--- config.mk ---
export PLATFORM = sky130hd
export DESIGN_NAME = length_prefix_deframer
export DESIGN_NICKNAME = d
export VERILOG_FILES = /design/src/design/lpd_pkg.sv /design/src/design/lpd_parser.sv /design/src/design/length_prefix_deframer.sv
export SDC_FILE = /design/constraint.sdc
export NUM_CORES = 1
export LEC_CHECK = 0
export BUFFER_PORTS_ARGS = -buffer_cell sky130_fd_sc_hd__buf_2
export CAP_MARGIN = 15
export CORE_ASPECT_RATIO = 1.2
export CORE_MARGIN = 5
export CORE_UTILIZATION = 45
export CTS_CLUSTER_DIAMETER = 150
export DETAILED_ROUTE_END_ITERATION = 10
export PLACE_DENSITY = 0.62
export SYNTH_ARGS = -nofsm -noshare
export SYNTH_HDL_FRONTEND = slang
export SYNTH_HIERARCHICAL = 1
export SYNTH_SLANG_ARGS = --single-unit
--- constraint.sdc ---
create_clock -name clk -period 2.7 [get_ports clk]
set_input_delay 0.27 -clock clk [delete_from_list [all_inputs] [get_ports clk]]
set_output_delay 0.27 -clock clk [all_outputs]
set_load 0.1 [all_outputs]
--- src/design/lpd_pkg.sv ---
// Package for the length-prefix deframer.
// Holds field widths, status codes and the result struct shared by the parser and the top level.
// No dependencies.
`default_nettype none

package lpd_pkg;

	localparam int unsigned LEN_W     = 31;
	localparam int unsigned BYTE_W    = 8;
	localparam int unsigned HDR_BYTES = 4;

	localparam logic [LEN_W-1:0] LEN_RESET = {LEN_W{1'b1}};

	typedef logic [1:0] frame_status_t;

	localparam frame_status_t ST_PAYLOAD = 2'd0;
	localparam frame_status_t ST_EMPTY   = 2'd1;
	localparam frame_status_t ST_INVALID = 2'd2;

	typedef struct packed {
		logic                 valid;
		logic [BYTE_W-1:0]    payload_byte;
		logic                 last_of_packet;
		frame_status_t        frame_status;
	} lpd_result_t;

endpackage

`default_nettype wire

--- src/design/lpd_parser.sv ---
// Header and payload tracking for the length-prefix deframer.
// Keeps the frame state and forms the result of one byte; depends on lpd_pkg.
`default_nettype none

module lpd_parser import lpd_pkg::*; (
	input  wire logic                 clk,
	input  wire logic                 arst_n,
	input  wire logic                 step,
	input  wire logic [BYTE_W-1:0]    rx_byte,
	input  wire logic [LEN_W-1:0]     max_total_length,
	output lpd_result_t               result
);

	logic [3*BYTE_W-1:0] header_shift_q;
	logic [1:0]          header_bytes_seen_q;
	logic [LEN_W-1:0]    payload_remaining_q;
	logic                in_payload_q;
	logic                halted_q;

	logic [4*BYTE_W-1:0] total;
	logic [LEN_W-1:0]    remaining_dec;
	logic                hdr_done;
	logic                hdr_invalid;
	logic                hdr_empty;

	assign total         = {rx_byte, header_shift_q};
	assign remaining_dec = payload_remaining_q - LEN_W'(1);
	assign hdr_done      = !halted_q && !in_payload_q && (header_bytes_seen_q == 2'(HDR_BYTES - 1));
	assign hdr_invalid   = total[4*BYTE_W-1] || (total[LEN_W-1:0] < LEN_W'(HDR_BYTES))
		|| (total[LEN_W-1:0] > max_total_length);
	assign hdr_empty     = (total[LEN_W-1:0] == LEN_W'(HDR_BYTES));

	always_comb begin
		result = '0;
		if (halted_q) begin
			result = '0;
		end else if (in_payload_q) begin
			result.valid          = 1'b1;
			result.payload_byte   = rx_byte;
			result.last_of_packet = (remaining_dec == '0);
			result.frame_status   = ST_PAYLOAD;
		end else if (hdr_done) begin
			if (hdr_invalid) begin
				result.valid        = 1'b1;
				result.frame_status = ST_INVALID;
			end else if (hdr_empty) begin
				result.valid          = 1'b1;
				result.last_of_packet = 1'b1;
				result.frame_status   = ST_EMPTY;
			end
		end
	end

	always_ff @(posedge clk or negedge arst_n) begin
		if (!arst_n) begin
			header_shift_q      <= '0;
			header_bytes_seen_q <= '0;
			payload_remaining_q <= '0;
			in_payload_q        <= 1'b0;
			halted_q            <= 1'b0;
		end else if (step && !halted_q) begin
			if (in_payload_q) begin
				payload_remaining_q <= remaining_dec;
				if (remaining_dec == '0) begin
					in_payload_q <= 1'b0;
				end
			end else if (!hdr_done) begin
				unique case (header_bytes_seen_q)
					2'd0: header_shift_q[BYTE_W-1:0]          <= rx_byte;
					2'd1: header_shift_q[2*BYTE_W-1:BYTE_W]   <= rx_byte;
					2'd2: header_shift_q[3*BYTE_W-1:2*BYTE_W] <= rx_byte;
					default: header_shift_q <= header_shift_q;
				endcase
				header_bytes_seen_q <= header_bytes_seen_q + 2'd1;
			end else begin
				header_shift_q      <= '0;
				header_bytes_seen_q <= '0;
				if (hdr_invalid) begin
					halted_q <= 1'b1;
				end else if (!hdr_empty) begin
					payload_remaining_q <= total[LEN_W-1:0] - LEN_W'(HDR_BYTES);
					in_payload_q        <= 1'b1;
				end
			end
		end
	end

endmodule

`default_nettype wire

--- src/design/length_prefix_deframer.sv ---
// Top level of the length-prefix deframer: input register, parser, result register.
// Depends on lpd_pkg and lpd_parser.
//
// Channel   Handshake              Payload
// in        in_valid / in_ready    rx_byte
// out       out_valid / out_ready  payload_byte, last_of_packet, frame_status
// cfg       cfg_wr_en              cfg_wr_data (max_total_length)
//
// One byte per cycle unless out stalls; results pass the input and then the result register.
// The parser consumes the input register whenever the result register is empty or drained.
// A stalled output holds the result register and then the input register, then drops in_ready.
// Reset clears the frame state and sets the maximum length to all ones.
`default_nettype none

module length_prefix_deframer import lpd_pkg::*; (
	input  wire logic                 clk,
	input  wire logic                 arst_n,
	input  wire logic                 cfg_wr_en,
	input  wire logic [LEN_W-1:0]     cfg_wr_data,
	input  wire logic                 in_valid,
	output logic                      in_ready,
	input  wire logic [BYTE_W-1:0]    rx_byte,
	output logic                      out_valid,
	input  wire logic                 out_ready,
	output logic [BYTE_W-1:0]         payload_byte,
	output logic                      last_of_packet,
	output frame_status_t             frame_status
);

	logic [LEN_W-1:0]  max_len_q;
	logic              valid_s1;
	logic [BYTE_W-1:0] byte_s1;
	logic              valid_s2;
	logic              advance;
	lpd_result_t       result;

	assign advance  = valid_s1 && (!valid_s2 || out_ready);
	assign in_ready = !valid_s1 || advance;

	always_ff @(posedge clk or negedge arst_n) begin
		if (!arst_n) begin
			max_len_q <= LEN_RESET;
		end else if (cfg_wr_en) begin
			max_len_q <= cfg_wr_data;
		end
	end

	always_ff @(posedge clk or negedge arst_n) begin
		if (!arst_n) begin
			valid_s1 <= 1'b0;
		end else if (in_ready) begin
			valid_s1 <= in_valid;
		end
	end

	always_ff @(posedge clk) begin
		if (in_ready && in_valid) begin
			byte_s1 <= rx_byte;
		end
	end

	lpd_parser u_parser (
		.clk              (clk),
		.arst_n           (arst_n),
		.step             (advance),
		.rx_byte          (byte_s1),
		.max_total_length (max_len_q),
		.result           (result)
	);

	always_ff @(posedge clk or negedge arst_n) begin
		if (!arst_n) begin
			valid_s2 <= 1'b0;
		end else if (advance) begin
			valid_s2 <= result.valid;
		end else if (out_ready) begin
			valid_s2 <= 1'b0;
		end
	end

	always_ff @(posedge clk) begin
		if (advance && result.valid) begin
			payload_byte   <= result.payload_byte;
			last_of_packet <= result.last_of_packet;
			frame_status   <= result.frame_status;
		end
	end

	assign out_valid = valid_s2;

endmodule

`default_nettype wire
Word-level counts from Yosys, hierarchy flattened

Cells that the tools add are included.

Bitwise operators: 2
Mux-type cells: 27
Add/sub/neg operators: 3
Reductions and logical operators: 30
Eq/ne operators: 6
Order comparisons: 2

Operators with widths:

| kind                                                  | number |
|---|---|
| two-way mux 31 bit                                    | 4 |
| two-way mux 8 bit                                     | 4 |
| equality test 31 x 3 -> 1 bit, second input constant  | 1 |
| greater-than comparator 31 bit                        | 1 |
| zero test 31 bit                                      | 1 |
| < comparator 31 x 3 -> 1 bit, second input constant   | 1 |
| subtractor 31 x 1 -> 31 bit, second input constant    | 1 |
| subtractor 31 x 3 -> 31 bit, second input constant    | 1 |
| two-way mux 24 bit                                    | 1 |
| two-way mux 1 bit                                     | 12 |
| two-way mux 12 bit                                    | 1 |
| nonzero test 2 bit                                    | 5 |
| two-way mux 3 bit                                     | 3 |
| AND reduction 3 bit                                   | 3 |
| AND reduction 4 bit                                   | 2 |
| logical AND 1 bit                                     | 6 |
| equality test 2 bit, second input constant            | 2 |
| zero test 1 bit                                       | 4 |
| logical OR 1 bit                                      | 4 |
| two-way mux 2 bit                                     | 2 |
| inequality test 2 x 1 -> 1 bit, second input constant | 2 |
| OR reduction 4 bit                                    | 1 |
| OR reduction 3 bit                                    | 1 |
| adder 2 x 1 -> 2 bit, second input constant           | 1 |
| other kinds (5)                                       | 6 |

Register bits after elaboration: 111
Output and inout bits: 13

Depth between registers and ports, before layout

Gate-level depths: netlist of the first run.

Word-level depth: 8
Gate-level depth with buffers: 12

By module

Netlist of the first run, hierarchy kept.

Modules (own cells, without submodules):

| module                 | area each (µm²) | cells an instance | times used |
|---|---|---|---|
| lpd_parser             | 4978.5          | 629               | 1 |
| length_prefix_deframer | 1864.3          | 94                | 1 |

Worst setup path after synthesis of the first run

OpenSTA, ideal clock, no wires.

Path kind: register -> register
From: register u_parser.header_shift_q[12]
To: register frame_status[0] (enable)
Data required time: 2320 ps
Slack: -254 ps
Arrival: 2575 ps
Buffers on the path: 0
Cell stages (with the launch flop): 10
Cell sequence: dfrtp_1 > or4_4 > nor4_4 > and3b_2 > a31o_2 > a31oi_2 > a21oi_1 > or2_2 > nand2_1 > nor2b_1

RTL lines:

| element                         | RTL line                     | RTL |
|---|---|---|
| start, declared                 | lpd_parser.sv:14             | `logic [3*BYTE_W-1:0] header_shift_q;` |
| start signal, assigned by index | lpd_parser.sv:69             | `2'd0: header_shift_q[BYTE_W-1:0] <= rx_byte;` |
| start signal, assigned by index | lpd_parser.sv:70             | `2'd1: header_shift_q[2*BYTE_W-1:BYTE_W] <= rx_byte;` |
| start signal, assigned by index | lpd_parser.sv:71             | `2'd2: header_shift_q[3*BYTE_W-1:2*BYTE_W] <= rx_byte;` |
| end signal, assigned            | length_prefix_deframer.sv:85 | `frame_status <= result.frame_status;` |
| end, declared                   | length_prefix_deframer.sv:27 | `output frame_status_t frame_status` |

==> metrics.md, run 1 <==
| Metric | Value |
|---|---|
| Status | `finished, violations left` |
| Failing checks | `setup timing` |
| P_leak | `3.789 nW` |
| Largest net degree at the start of global routing | `93` |
| Critical path fanouts, max | `11` |
| Clk_lat worst skew | `0.36 ns` |
| Row count | `about 50` |
| Synth Warn # | `6` |
| Total power | `~8.5 mW` |
| Synth cell count leaders | `nand2_1 (83), dfrtp_1 (61), nor2_1 (51), o21ai_0 (51), inv_1 (47)` |
| PortBufs | `56` |
| Final Core Density | `between 50% and 60%` |
| Most Crowded Layer GR | `met2` |
| CTS Sinks | `111` |
| Post-synth EDFFs | `19` |
| Count of final max-slew check failures | `0` |
| Vias in the first global route | `around 6000` |
| Core ar. | `14960 um2` |
| Ratio of cells with drive above 1 in the final layout | `35.41%` |
| First-pass GRT wire length | `30.41 mm` |
| Final hold violations | `0` |
| Placed cells | `~1100` |
| Synth cell types | `74` |
| FFs w/ async S/R, synth | `82.88%` |
| Post-Syn Area per Cell | `between 9 and 10 um2` |
| Met3 usage | `between 4 and 5%` |
| Sequential-to-total area share from yosys stat | `between 40% and 50%` |
| CP required | `roughly 2.8 ns` |
| Fin Setup TNS | `-0.6775 ns` |
| Area growth, synth to finish | `27.88%` |
| Rel. slew slack | `between 20% and 30%` |
| Yosys reg bits | `around 110` |
| Fin worst setup slack | `-0.05243 ns` |
| Max-cap violations | `0` |
| Layout Nets | `between 900 and 1000` |
| P per Cell Area | `967.7 nW/um2` |
| Count leader, synth | `nand2_1` |
| Worst Setup Start Kind | `flip-flop` |
| DRC | `0` |
| Crit Path Class | `flip-flop to flip-flop` |
| Diodes inserted | `0` |
| 1st-pass router iterations | `5` |
| Cells after Synth | `723` |
| CP Data Arrival Time | `2.88 ns` |
| Die area | `approximately 18000 um2` |
| DP Wirelength | `14.03 mm` |
| Die H | `145.1 um` |
| Total I/O pin count | `between 50 and 60` |
| Slew @ Worst Pin | `1.054 ns` |
| Via count | `between 6000 and 7000` |
| Post-Synthesis Cell Area | `just under 7000 um2` |
| Synth top area cells | `dfrtp_1 (22%), dfstp_2 (12%), edfxtp_1 (8.3%)` |
| Total track usage | `21.48%` |
| Yosys top cell area share | `between 20 and 25%` |
| Worst-case clock skew | `a little over 0.01 ns` |
| Synth area leader | `dfrtp_1` |
| CTS buffer count | `9` |
| Period utilisation layout | `101.9%` |
| DP Worst Slack | `-0.2782 ns` |
| Fin crit period | `~2.8 ns` |
| Antenna violations before repair | `0` |
| DR iter-0 viols | `about 360` |
| Congestion Overflow GR | `0` |
| Reg clk slew, reported paths | `around 0.080 ns` |
| GR Util met2 | `between 30% and 40%` |
| Initial core utilization | `between 40% and 50%` |
| DRT antenna net count | `0` |
| Worst hold path type | `primary input to flip-flop` |
| Non-filler cells, final | `~1100` |
| RSZ-0062 raised after global routing | `yes` |
| GPL Wtd Cong | `roughly 0.9` |
| Final wirelength | `about 18 mm` |
| Worst VDD drop | `just over 0.4 mV` |
| Met1 Use GR | `around a quarter` |
| Die W | `about 120 um` |
| Crit. End Element | `flip-flop` |
| Max Clock Freq | `around 360 MHz` |
| Longest Clk Path Bufs | `2` |
| Syn_nets | `806` |
| Final setup violation count | `15` |
| Avg WL per Cell | `about 17 um` |
| Clk root buf | `clkbuf_16` |
| Ys flop type | `dfrtp_1` |
| CTS tree | `built` |
| Vias per inst | `roughly 5.5` |
| Htree depth | `3` |
==> sequential cells by signal, summed over array words and instances, names as in the netlist <==
register                      flops
byte_s1                           8
frame_status                      2
last_of_packet                    1
max_len_q                        31
out_valid                         1
payload_byte                      8
u_parser/halted_q                 1
u_parser/header_bytes_seen_q      2
u_parser/header_shift_q          24
u_parser/in_payload_q             1
u_parser/payload_remaining_q     31
valid_s1                          1
==> timing repair <==
action                                  4_1_cts  5_1_grt
gates resized for setup                      36       34
hold buffers                                  1        0
setup buffers                                 3       10
endpoints found under the hold margin        61        0
pin swaps                                    21        6
endpoints found under the setup margin       47       46
==> stage by stage <==
step                      area (um2)  hold WS, ns
after CTS                       8598      0.06585
after floorplan                 6852     -0.02559
after global placement          8054       0.3554
after detailed placement        8054       0.3581
final                           8751      0.07536
after global routing            8751      0.06459
==> kinds of logic (layout without fill, tap and decap cells) <==
family	count (synthesis)	in the layout	share of synthesized area, %
and+or+nand+nor	266	266	20.44
AOI/OAI and AO/OA	175	175	16.40
DFF	111	111	42.55
buffers and inverters	75	233	5.046
adders and majority gates	39	39	7.131
muxes	31	31	5.101
xor gates and xnor gates	26	26	3.328
==> layout by cell type (no fill, tap or decap), types with 13 or more instances in the layout <==
master    count
a21oi_1      35
and2_1       14
buf_2        55
buf_4       104
dfrtp_1      60
dfstp_2      31
edfxtp_1     19
ha_1         32
inv_1        43
mux2_2       31
nand2_1      81
nand3_1      22
nand4_1      15
nor2_1       51
o21ai_0      42
o21ai_1      13
xor2_1       15
==> area by class of cell <==
class / instances / area, um2
repair buffers: 170 / 1214
clock inverters: 7 / 86.33
clock buffers: 9 / 225.2
flip-flops and latches: 111 / 2913
fillers: 1302 / 6208
multi-input cells: 537 / 3881
inverters: 47 / 176.4
well taps: 204 / 255.2
==> power by group <==
group	internal, mW	switching (mW)
clock network	0.740	0.670
registers	2.25	0.487
logic	1.88	2.44
total	4.87	3.60
==> worst max-delay path: stages, from the launching register on <==
cell and delay (ns):
dfstp_2 0.54, inv_2 0.05, ha_4 0.24, a211oi_2 0.24, nor2_1 0.08, o31ai_1 0.20, buf_4 0.15, nand4_1 0.15
a31oi_4 0.29, a21oi_2 0.09, or2_4 0.24, nand2_4 0.08, nor2b_4 0.05, buf_12 0.14
==> worst paths after layout <==
check                                  start                              end  slack, ns  cells after the start
hold / removal                    rx_byte[7]                       byte_s1[7]       0.08                      1
setup / recovery                max_len_q[4]                  payload_byte[3]      -0.05                     13
min in group asynchronous             arst_n  u_parser/payload_remaining_q[7]       0.50                      3
hold reg to reg            u_parser/halted_q                u_parser/halted_q       0.53                      1
max in group asynchronous             arst_n                    max_len_q[10]       1.79                      3
setup reg to reg                max_len_q[4]                  payload_byte[3]      -0.05                     13
==> layer usage <==
layer,share of wire [%],up-vias
li1,-,2930
met1,40,2881
met2,52,159
met3,4.5,41
met4,3.0,0
met5,0,-
Note: power is estimated with default switching activity, not from simulation.
==> run 2, diff against run 1 <==
--- a/config.mk
+++ b/config.mk
@@ -5,6 +5,7 @@
 export SDC_FILE = /design/constraint.sdc
 export NUM_CORES = 1
 export LEC_CHECK = 0
+export ABC_CLOCK_PERIOD_IN_PS = 2700
 export BUFFER_PORTS_ARGS = -buffer_cell sky130_fd_sc_hd__buf_2
 export CAP_MARGIN = 15
 export CORE_ASPECT_RATIO = 1.2
@@ -12,7 +13,7 @@
 export CORE_UTILIZATION = 45
 export CTS_CLUSTER_DIAMETER = 150
 export DETAILED_ROUTE_END_ITERATION = 10
-export PLACE_DENSITY = 0.62
+export PLACE_DENSITY = 0.65
 export SYNTH_ARGS = -nofsm -noshare
 export SYNTH_HDL_FRONTEND = slang
 export SYNTH_HIERARCHICAL = 1
==> run 2 against run 1 <==
Against the previous run: the flow still finishes with violations (setup timing); sequential share of layout area decreased by 1.7 points; final area is 5.5% higher; hold slack worse by 0.036 ns; highest routed layer unchanged; die area unchanged; sequential cell count unchanged; critical path type unchanged; core utilization up 3.2 points; critical path depth stayed put; clock power down 4%; global-route usage increased by 0.16 points; total power increased by 6.6%; clock skew increased by 0.0028 ns.
==> metrics.md, run 2 (synthesis gave the netlist of run 1 again) <==
| Metric | Value |
|---|---|
| Status | `finished, violations left` |
| Failing checks | `setup timing` |
| DRT antenna net count | `0 (unchanged)` |
| Slew @ Worst Pin | `0.9895 ns (-0.06464 ns)` |
| PortBufs | `56 (unchanged)` |
| First-pass GRT wire length | `30.50 mm (+0.32%)` |
| Final setup violation count | `30 (+15)` |
| Worst hold path type | `primary input to asynchronous set/reset pin` |
| DR iter-0 viols | `316 (-13%)` |
| Vias in the first global route | `6032 (-0.26%)` |
| Via count | `6157 (+2.4%)` |
| Clk_lat worst skew | `0.36 ns (about the same)` |
| Worst Setup Start Kind | `flip-flop` |
| Max-cap violations | `0 (unchanged)` |
| Total I/O pin count | `57 (unchanged)` |
| Fin Setup TNS | `-1.452 ns (-0.7745 ns)` |
| Initial core utilization | `45.74% (unchanged)` |
| Crit-path max cell delay | `0.54 ns (about the same)` |
| Reg clk slew, reported paths | `0.08 ns (about the same)` |
| Final wirelength | `20.08 mm (+8.8%)` |
| CTS buffer count | `9 (unchanged)` |
| RSZ-0062 raised after global routing | `yes` |
| Reg2reg end | `frame_status[1]` |
| DP Wirelength | `14.43 mm (+2.9%)` |
| DRC | `0 (unchanged)` |
| Crit. End Element | `flip-flop` |
| Worst VDD drop | `0.4231 mV (+4.1%)` |
| Die W | `122.6 um (unchanged)` |
| Final Core Density | `61.70% (+3.2 points)` |
| Area post-placement | `8061 um2 (about the same)` |
| Crit Path Class | `flip-flop to flip-flop` |
| Post-layout instance area | `9230 um2 (+5.5%)` |
| Period utilisation layout | `103.9% (+2.0 points)` |
| Vias per inst | `5.567 (+0.48%)` |
| P per Cell Area | `977.6 nW/um2 (+1.0%)` |
| Rel. slew slack | `33.59% (+4.3 points)` |
| Die H | `145.1 um (unchanged)` |
| Final hold violations | `0 (unchanged)` |
| Die area | `17780 um2 (unchanged)` |
| Longest Clk Path Bufs | `2 (unchanged)` |
| Congestion Overflow GR | `0 (unchanged)` |
| RR Startpoint | `max_len_q[27]` |
| Layout Nets | `980 (+2.2%)` |
| Commonest cells after routing, fill and taps aside | `buf_4 (123), nand2_1 (80), dfrtp_1 (58)` |
| Total track usage | `21.64% (+0.16 points)` |
| CP required | `2.79 ns (-0.04 ns)` |
| Worst reg-to-reg path cell count | `13 (unchanged)` |
| Cell Chain, Critical Path | `inv_2 > ha_4 > nand4_1 > buf_4 > buf_4 > a2bb2oi_2 > nand4_1 > a31oi_4 > a21oi_2 > or2_4 > nand2_4 > nor2b_4 > clkbuf_16` |
| Fin worst setup slack | `-0.1063 ns (-0.05388 ns)` |
| Fin crit period | `2.806 ns (+0.05388 ns)` |
| Largest registers | `max_len_q: 31 flops, u_parser/payload_remaining_q: 31 flops, u_parser/header_shift_q: 24 flops` |
| CTS Sinks | `111 (unchanged)` |
| Largest net degree at the start of global routing | `72 (-23%)` |
| GPL Wtd Cong | `0.9567 (+8.7%)` |
| Commonest non-fill, non-tap cell in the layout | `buf_4` |
| DP Worst Slack | `-0.2632 ns (+0.01501 ns)` |
| Worst-case clock skew | `0.01293 ns (+0.002790 ns)` |
| P_leak | `3.945 nW (+4.1%)` |
| FF-to-FF setup slack | `-0.11 ns (-0.05 ns)` |
| Max Clock Freq | `356.3 MHz (-1.9%)` |
| Area growth, synth to finish | `34.89%` |
| Slowest cell on the critical path | `dfstp_2` |
| Antenna violations before repair | `0 (unchanged)` |
| Ratio of cells with drive above 1 in the final layout | `41.24% (+5.8 points)` |
| 1st-pass router iterations | `5 (unchanged)` |
| Htree depth | `3 (unchanged)` |
| Count of final max-slew check failures | `0 (unchanged)` |
| Diodes inserted | `0 (unchanged)` |
| Core ar. | `14960 um2 (unchanged)` |
| Avg WL per Cell | `18.16 um (+6.8%)` |
| CP Data Arrival Time | `2.89 ns (about the same)` |
| Critical path fanouts, max | `4 (-7)` |
| Clk root buf | `clkbuf_16` |
| CTS tree | `built` |
| Row count | `49 (unchanged)` |
## run 2: cell count changes in the layout (fill, tap and decap cells not counted), moves of 3 or more
cell / previous run / this run
a21oi_4: 1 / 6
inv_2: 4 / 8
a21oi_2: 11 / 16
a21oi_1: 35 / 25
ha_1: 32 / 22
clkbuf_16: 9 / 14
buf_4: 104 / 123
ha_2: 0 / 3
o21ai_2: 1 / 4
ha_4: 7 / 14
inv_1: 43 / 39
## run 2: cell type report
type | count | area, um2
fill | 1243 | 5729
multi-input combinational | 537 | 4145
sequential | 111 | 2915
timing repair buffer | 191 | 1435
tap | 204 | 255.2
clock buffer | 10 | 250.2
inverter | 47 | 176.4
clock inverter | 6 | 52.55
## run 2: how the worst max path moves through the flow
stage / start / end / slack, ns / cells past startpoint
2_1_floorplan: u_parser/payload_remaining_q[0] / u_parser/in_payload_q / 0.02 / 12
3_3_place_gp: max_len_q[26] / u_parser/payload_remaining_q[0] / -0.22 / 9
3_5_place_dp: max_len_q[26] / payload_byte[1] / -0.26 / 10
4_1_cts: max_len_q[4] / last_of_packet / -0.09 / 13
5_1_grt: max_len_q[27] / frame_status[1] / -0.22 / 13
6_report: max_len_q[27] / frame_status[1] / -0.11 / 13
## run 2: worst max-delay path: cells and delay by family (launching register included)
family	cells	cell delay, ns
AOI/OAI and AO/OA	3	0.48
adders and majority gates	1	0.25
buffers and inverters	4	0.56
DFF	1	0.54
and+or+nand+nor	5	0.69
## run 2: power by group
group / switching [mW] / internal, mW
clock network: 0.660 / 0.697
logic: 2.73 / 2.18
registers: 0.507 / 2.26
## run 2: through the flow
stage          cells  hold WS (ns)  power, mW
3_5_place_dp    1062        0.4501      6.841
3_3_place_gp    1062        0.4472      6.675
6_report        1106       0.03985      9.024
2_1_floorplan    723      -0.02559      5.238
4_1_cts         1085       0.06847      8.433
5_1_grt         1106       0.06975      9.576
## run 2: routing by layer
layer / vias to the layer above / track usage [%] / part of all wire, %
met5: - / 0 / 0
met4: 0 / 8.908 / 2.5
met3: 34 / 2.063 / 3.8
met2: 169 / 38.07 / 53
met1: 2984 / 26.85 / 41
li1: 2970 / - / -
## run 2: what timing repair did
item                                    CTS  global route
gates resized for setup                  41            78
setup buffers                             7            16
endpoints found under the setup margin   45            47
gates cloned                              0             5
hold buffers                              0             0
pin swaps                                20            38
hold endpoints to repair                  0             0
